--- config.mk ---
export PLATFORM = sky130hd
export DESIGN_NAME = swaf_front
export DESIGN_NICKNAME = d
export VERILOG_FILES = /design/src/rtl/core/swaf_pkg.sv /design/src/rtl/core/swaf_front.sv
export SDC_FILE = /design/constraint.sdc
export NUM_CORES = 1
export LEC_CHECK = 0
export BUFFER_PORTS_ARGS = -buffer_cell sky130_fd_sc_hd__buf_4
export CORE_UTILIZATION = 35
export CTS_BUF_LIST = sky130_fd_sc_hd__clkbuf_4 sky130_fd_sc_hd__clkbuf_8 sky130_fd_sc_hd__clkbuf_16
export CTS_CLUSTER_SIZE = 30
export DETAILED_ROUTE_END_ITERATION = 8
export GPL_ROUTABILITY_DRIVEN = 0
export GPL_TIMING_DRIVEN = 0
export SETUP_SLACK_MARGIN = 0.3
export SYNTH_ARGS = -nofsm -noshare
export SYNTH_HDL_FRONTEND = slang
export SYNTH_SLANG_ARGS = --single-unit
--- constraint.sdc ---
create_clock -name clock -period 2.7 [get_ports clock]
set_input_delay 0 -clock clock [delete_from_list [all_inputs] [get_ports clock]]
set_output_delay 0 -clock clock [all_outputs]
set_load 0.02 [all_outputs]
--- src/rtl/core/swaf_pkg.sv ---
// ============================================================================
// swaf_pkg: shared types and constants for the sparse weighted-average filter
// Request/response payload structs, command and status codes, sizes.
// ============================================================================
package swaf_pkg;

   localparam int MAX_ELEMENTS = 4096;
   localparam int ADDR_W       = $clog2(MAX_ELEMENTS);
   localparam int LIMIT_W      = 13;
   localparam int NUM_W        = 48;
   localparam int WSUM_W       = 32;
   localparam int DENS_W       = 16;
   localparam int QUOT_W       = 17;

   localparam logic [1:0] CMD_LOAD  = 2'd0;
   localparam logic [1:0] CMD_APPLY = 2'd1;
   localparam logic [1:0] CMD_READ  = 2'd2;

   localparam logic [1:0] ST_OK   = 2'd0;
   localparam logic [1:0] ST_SKIP = 2'd1;
   localparam logic [1:0] ST_SAT  = 2'd2;

   localparam logic [15:0] ONE_Q15 = 16'h8000;

   typedef struct packed {
      logic [1:0]  command;
      logic [15:0] row_index;
      logic [15:0] col_index;
      logic [15:0] density_value;
      logic [15:0] weight;
   } req_type;

   typedef struct packed {
      logic [1:0]  status;
      logic [15:0] filtered_density;
      logic        row_empty;
   } rsp_type;

   // classified operation passed from front to back
   typedef struct packed {
      logic              skip;
      logic [1:0]        command;
      logic [ADDR_W-1:0] row;
      logic [ADDR_W-1:0] col;
      logic [15:0]       density;
      logic [15:0]       weight;
   } op_type;

endpackage

--- src/rtl/core/swaf_front.sv ---
// ============================================================================
// swaf_front: request intake and classification
// Range-checks indices, clamps density, and queues ops for the back end.
// ============================================================================
module swaf_front (
   input  logic                  clock,
   input  logic                  reset,
   input  logic                  req_valid,
   output logic                  req_stall,
   input  swaf_pkg::req_type     req_data,
   input  logic [12:0]           limit,
   output logic                  op_valid,
   output swaf_pkg::op_type      op_data,
   input  logic                  op_take
);
   import swaf_pkg::*;

   localparam int QD = 4;
   op_type          q_ff [QD];
   logic [1:0]      wp_ff, wp_in, rp_ff, rp_in;
   logic [2:0]      cnt_ff, cnt_in;
   logic [16:0]     lim;
   logic            row_ok, col_ok, push, pop;
   op_type          op_new;

   // effective limit is min(num_elements, MAX_ELEMENTS)
   assign lim    = ({4'd0, limit} > 17'(MAX_ELEMENTS)) ? 17'(MAX_ELEMENTS)
                                                        : {4'd0, limit};
   assign row_ok = (req_data.row_index != 16'd0) && ({1'b0, req_data.row_index} <= lim);
   assign col_ok = (req_data.col_index != 16'd0) && ({1'b0, req_data.col_index} <= lim);

   always_comb begin
      op_new         = '0;
      op_new.command = req_data.command;
      op_new.row     = ADDR_W'(req_data.row_index - 16'd1);
      op_new.col     = ADDR_W'(req_data.col_index - 16'd1);
      op_new.weight  = req_data.weight;
      op_new.density = (req_data.density_value > ONE_Q15) ? ONE_Q15 : req_data.density_value;
      case (req_data.command)
         CMD_LOAD, CMD_READ: op_new.skip = !row_ok;
         CMD_APPLY:          op_new.skip = !(row_ok && col_ok);
         default:            op_new.skip = 1'b1;
      endcase
   end

   assign req_stall = (cnt_ff == 3'(QD));
   assign push      = req_valid && !req_stall;
   assign op_valid  = (cnt_ff != 3'd0);
   assign op_data   = q_ff[rp_ff];
   assign pop       = op_valid && op_take;

   assign wp_in  = push ? wp_ff + 2'd1 : wp_ff;
   assign rp_in  = pop  ? rp_ff + 2'd1 : rp_ff;
   assign cnt_in = cnt_ff + 3'(push) - 3'(pop);

   // queue pointers
   always_ff @(posedge clock) begin
      if (reset) begin
         wp_ff  <= '0;
         rp_ff  <= '0;
         cnt_ff <= '0;
      end else begin
         wp_ff  <= wp_in;
         rp_ff  <= rp_in;
         cnt_ff <= cnt_in;
      end
   end

   // queue storage
   always_ff @(posedge clock) begin
      if (push) q_ff[wp_ff] <= op_new;
   end
endmodule

==> out/results.ini, run 1 <==
[finish]
final_cell_mix = 236 x edfxtp_1, 141 x buf_4, 62 x dlygate4sd3_1
layout_commonest_cell = edfxtp_1
diodes = 0
nNetsFinal = 883
area_delta_synth_final_pct = 30.4
drive_gt1_share_pct = 34.5

[drt]
wl_mm = 20.7
firstDrtPassIters = 4
drc = 0
initialDrtViolationCount = 284
wire_per_inst_um = 17.9
vias = 5583
routed_via_density = 4.81
ant_nets = 0

[floorplan]
core_area_um2 = 28100
initial_core_util_pct = 36.0
rows = 61
die_w_um = 172
io_pins = 144
die-area_um2 = 29600
die_y_um = 172

[pwr]
p_sw_share_pct = 28.3
leakagePower_nw = 4.65
p_clk_share_pct = 29.1
power_density_nw_per_um2 = 849
p_int_mw = 8.03
peakVddDrop_uv = 397
switching_power_mw = 3.17
power_frac_seq_pct = 42.5
combPwrFrac_pct = 28.4

[cts]
cts_max_path_buffers = 3
cts_tree = yes
cts-root-buf = clkbuf_16
post-cts-setup-buffers = 0
clk_latency_ps = 520
clkTransAtPathRegs_ps = 60
cts_sinks = 245
htree_levels = 1
numCtsBuffers = 27

[global_routing]
overflow = 0
grt_pass1_vias = 5890
grt_max_degree = 37
antenna_found_initial = 0
grt_pass1_wl_mm = 32.1
grt_util_all_layers_pct = 14.4

[setup_path]
r2r_end = cnt_ff[2]$_SDFF_PP0_
crit_path_max_fanout = 4
worstSetupEndpoint = cnt_ff[2]$_SDFF_PP0_
end_kind = flop
critPathLaunch = cnt_ff[1]$_SDFF_PP0_
r2r_start = cnt_ff[1]$_SDFF_PP0_
cp-start-kind = flop
critPathRequiredTime_ps = 3100
rr_worst_depth = 10
crit_type = flop to flop
ff2ff_setup_slack_ps = 400
arrival_ps = 2700

[status]
status = finished clean

[sta]
hold_viol_final = 0
finalCritPeriodShare_pct = 85.1
hold_ws_ps = 35.3
skew_ps = 10.9
rsz0062_at_grt = false
finalSetupViolCount = 0
maxSlewHeadroom_pct = 51.3
max_freq_ghz = 0.435
worst_pin_slew_ps = 730
drv_slew = 0
period_minus_slack_ps = 2300
tns_ps = 0

[synth]
synth_edf_count = 236
yosysTopAreaCellShare_pct = 70.1
netlist_top_cells_area = edfxtp_1 70%, mux4_2 13%, ha_1 4.2%, dfxtp_1 1.8%, xor2_1 1.2%
netlist_area_um2 = 10100
synth_seq_cells = 245
synth_top_cell_by_area = edfxtp_1
syn_area_per_cell_um2 = 19.1
syn_nets = 647
yosysWarnings = 0
synth-async-reset-ratio_pct = 0
ys.flop_type = edfxtp_1
seq_area_frac_synth_pct = 71.9
synth_cells = 529
ys_types = 37

[place]
portBuffers = 141
dp_hpwl_mm = 14.0

[hold_path]
hold_path.class = primary input to flop

[flow_run]
maxCapViolations = 0

==> layer usage <==
layer / up-vias / part of all wire (%) / global-route usage [%]
met3: 26 / 5.0 / 2.66
met4: 0 / 1.4 / 3.69
met1: 2814 / 42 / 17.6
met5: - / 0 / 0
met2: 149 / 51 / 26.1
li1: 2594 / - / -
==> repair_timing <==
| item | 4_1_cts | 5_1_grt |
|---|---|---|
| hold buffers | 62 | 0 |
| resized for setup | 9 | 3 |
| pin swaps | 0 | 1 |
| endpoints found under the setup margin | 30 | 2 |
| endpoints found under the hold margin | 233 | 0 |
==> worst max-delay path, cell delays in order (launching register included) <==
cell and delay [ps]:
dfxtp_2 350, or3_1 370, and2_4 190, ha_1 260, inv_1 60, ha_1 140, inv_1 50, fa_1 370
xor2_1 180, xnor2_1 150, nor2_1 60
==> through the flow <==
step	instances	utilization (%)	instance area [um2]	total power [mW]	setup WS (ps)
after global routing	1161	47.0	13200	11.7	313
after CTS	1161	46.9	13200	11.4	300
after floorplan	529	-	10100	6.72	353
after global placement	1048	41.5	11700	7.88	29.8
after detailed placement	1052	41.8	11700	8.01	56.9
final	1161	47.0	13200	11.2	403
==> flip-flops by register name, indices dropped and copies added (netlist names), named ones only <==
name,flops
wp_ff,2
q_ff,236
cnt_ff,3
rp_ff,2
==> power groups by stage <==
stage	sequential, mW	clock (mW)	combinational, mW
final	4.75	3.26	3.18
after global routing	4.79	3.51	3.44
after global placement	4.83	0	3.06
after CTS	4.76	3.36	3.27
after detailed placement	4.84	0	3.17
after floorplan	4.81	0	1.91
==> logic make-up after synthesis <==
kind of cell               count (synthesis)  share of synthesized area, %
DFF                                      245                          71.9
and+or+nand+nor                          103                          5.46
muxes                                     60                          13.2
buffers and inverters                     37                          1.45
adders and majority gates                 35                          4.41
AOI/OAI and AO/OA                         25                          1.50
xor gates and xnor gates                  24                          2.08
==> area by class of cell <==
class                      instances  area (um2)
clock inverter                    14        77.6
fill                            2433       14900
tap                              378         473
buffer                            19         100
multi-input combinational        247        2720
timing repair buffer             207        1770
clock buffer                      33         721
sequential                       245        7270
inverter                          18        67.6
==> cell usage after synthesis, drive strengths merged, types with 3 or more instances <==
cell	instances
nor3	9
ha	34
mux4	59
inv	18
clkbuf	13
o21ai	4
nand3	5
or3	6
nor2b	18
nor4	8
dfxtp	9
nand2	27
buf	6
xnor2	10
edfxtp	236
a21oi	12
or4	3
xor2	14
nor2	16
and2	5
==> worst min-delay path by stage <==
| stage | end | start | cells past startpoint |
|---|---|---|---|
| CTS | q_ff[1][41]$_DFFE_PP_ | req_data[33] | 3 |
| global route | q_ff[2][45]$_DFFE_PP_ | req_data[49] | 4 |
| global placement | q_ff[3][3]$_DFFE_PP_ | req_data[3] | 1 |
| detailed placement | q_ff[2][3]$_DFFE_PP_ | req_data[3] | 1 |
| floorplan | q_ff[0][0]$_DFFE_PP_ | req_data[0] | 0 |
| finish | q_ff[1][41]$_DFFE_PP_ | req_data[33] | 3 |
No activity file was read; power rests on OpenSTA's default activity.
==> inputs of run 2 (changes only) <==
- GPL_TIMING_DRIVEN: 0 -> unset
- clock period: 2.7 -> 1.9 ns (I/O delays scaled with it)
==> out/results.ini, run 2 (synthesized netlist as in run 1, its figures left out) <==
[drt]
wire_per_inst_um = 19.6
firstDrtPassIters = 4
wl_mm = 23.9
initialDrtViolationCount = 347
ant_nets = 0
drc = 0
routed_via_density = 4.86
vias = 5909

[sta]
maxSlewHeadroom_pct = 57.7
max_freq_ghz = 0.465
finalCritPeriodShare_pct = 113
skew_ps = 25.8
period_minus_slack_ps = 2150
finalSetupViolCount = 22
rsz0062_at_grt = true
fin_ws_ps = -249
drv_slew = 0
worst_pin_slew_ps = 626
hold_ws_ps = 31.9
hold_viol_final = 0

[floorplan]
core_area_um2 = 28100
io_pins = 144
die_y_um = 172
rows = 61
initial_core_util_pct = 36.0
die_w_um = 172
die-area_um2 = 29600

[finish]
largest_reg_flops = 236
final_cell_mix = 236 x edfxtp_1, 103 x buf_4, 72 x buf_6
layout_commonest_cell = edfxtp_1
reg_top3 = q_ff x236, cnt_ff x3
diodes = 0
area_delta_synth_final_pct = 46.8
largest-register = q_ff
drive_gt1_share_pct = 43.9
final_util_pct = 52.9
nNetsFinal = 938

[pwr]
power_density_nw_per_um2 = 1240
leakagePower_nw = 5.29
peakVddDrop_uv = 764

[place]
dpl_worst_slack_ps = -246
dp_hpwl_mm = 14.0
portBuffers = 143

[setup_path]
crit_path_max_incr_delay_ps = 380
cp.depth = 10
end_kind = flop
critPathRequiredTime_ps = 2320
slowest_stage = or3_4
crit_type = flop to flop
arrival_ps = 2560
crit_path_max_fanout = 2
cp-start-kind = flop
cpLargestDelayFamily = adder cells
crit_chain = or3_4, and2_4, ha_4, inv_2, ha_4, inv_2, fa_2, xor2_2, xnor2_1, nor2_1
path_buf_inv = 2
rr_worst_depth = 10

[cts]
htree_levels = 1
numCtsBuffers = 27
clk_latency_ps = 530
clkTransAtPathRegs_ps = 60
cts-root-buf = clkbuf_16
cts_tree = yes
cts_sinks = 245
cts_max_path_buffers = 3

[global_routing]
grt_pass1_vias = 6378
grt_max_degree = 60
antenna_found_initial = 0
overflow = 0
grt_pass1_wl_mm = 36.2
grt_util_all_layers_pct = 16.5

[hold_path]
hold_depth = 5
hold_path.class = primary input to flop

[status]
status = complete, but fails checks
violations = negative setup slack

[flow_run]
maxCapViolations = 0

-- run 2: final timing paths --
| path | startpoint | end | slack (ps) |
|---|---|---|---|
| worst max-delay path | cnt_ff[1]$_SDFF_PP0_ | cnt_ff[2]$_SDFF_PP0_ | -250 |
| worst min register to register | rp_ff[1]$_SDFFE_PP0P_ | flop | 540 |
| worst max register to register | cnt_ff[1]$_SDFF_PP0_ | cnt_ff[2]$_SDFF_PP0_ | -250 |
| worst min-delay path | req_valid | wp_ff[1]$_SDFFE_PP0P_ | 30 |
-- run 2: report_power, final --
group          switching [mW]  internal (mW)
Sequential              0.165           6.62
Combinational            2.87           3.47
Clock                    2.02           3.19
-- run 2: layout make-up --
cell class / instances / area (um2)
multi-input combinational: 247 / 2960
timing repair buffer: 281 / 3160
fill: 2284 / 13200
sequential: 245 / 7280
clock inverter: 17 / 189
tap: 378 / 473
inverter: 18 / 80.1
clock buffer: 31 / 706
-- run 2: what timing repair did --
| action | in CTS | in global routing |
|---|---|---|
| gates resized for setup | 99 | 31 |
| hold buffers | 64 | 3 |
| gates cloned | 14 | 0 |
| hold endpoints to repair | 245 | 12 |
| setup endpoints to repair | 296 | 302 |
| pin swaps | 4 | 9 |
| setup buffers | 18 | 11 |
-- run 2: per-stage QoR --
stage / setup TNS (ps) / total power, mW / std cells / area (um2)
floorplan: -7230 / 9.67 / 529 / 10300
global placement: -774 / 11.7 / 1061 / 12100
detailed placement: -1110 / 11.8 / 1061 / 12100
CTS: -2360 / 18.4 / 1205 / 14600
global route: -3330 / 19.1 / 1217 / 14800
finish: -838 / 18.3 / 1217 / 14800
-- run 2: metal layers --
metal	vias to the layer above	wire length, um	track usage [%]
met5	-	0	0
met4	0	461	4.50
met3	33	905	2.27
met2	156	12500	29.8
met1	3005	9980	20.6
li1	2715	-	-
-- run 2: worst min-delay path, delay by kind of cell --
kind / cells / cell delay [ps]
and+or+nand+nor: 2 / 250
muxes: 1 / 70
buffers and inverters: 2 / 220
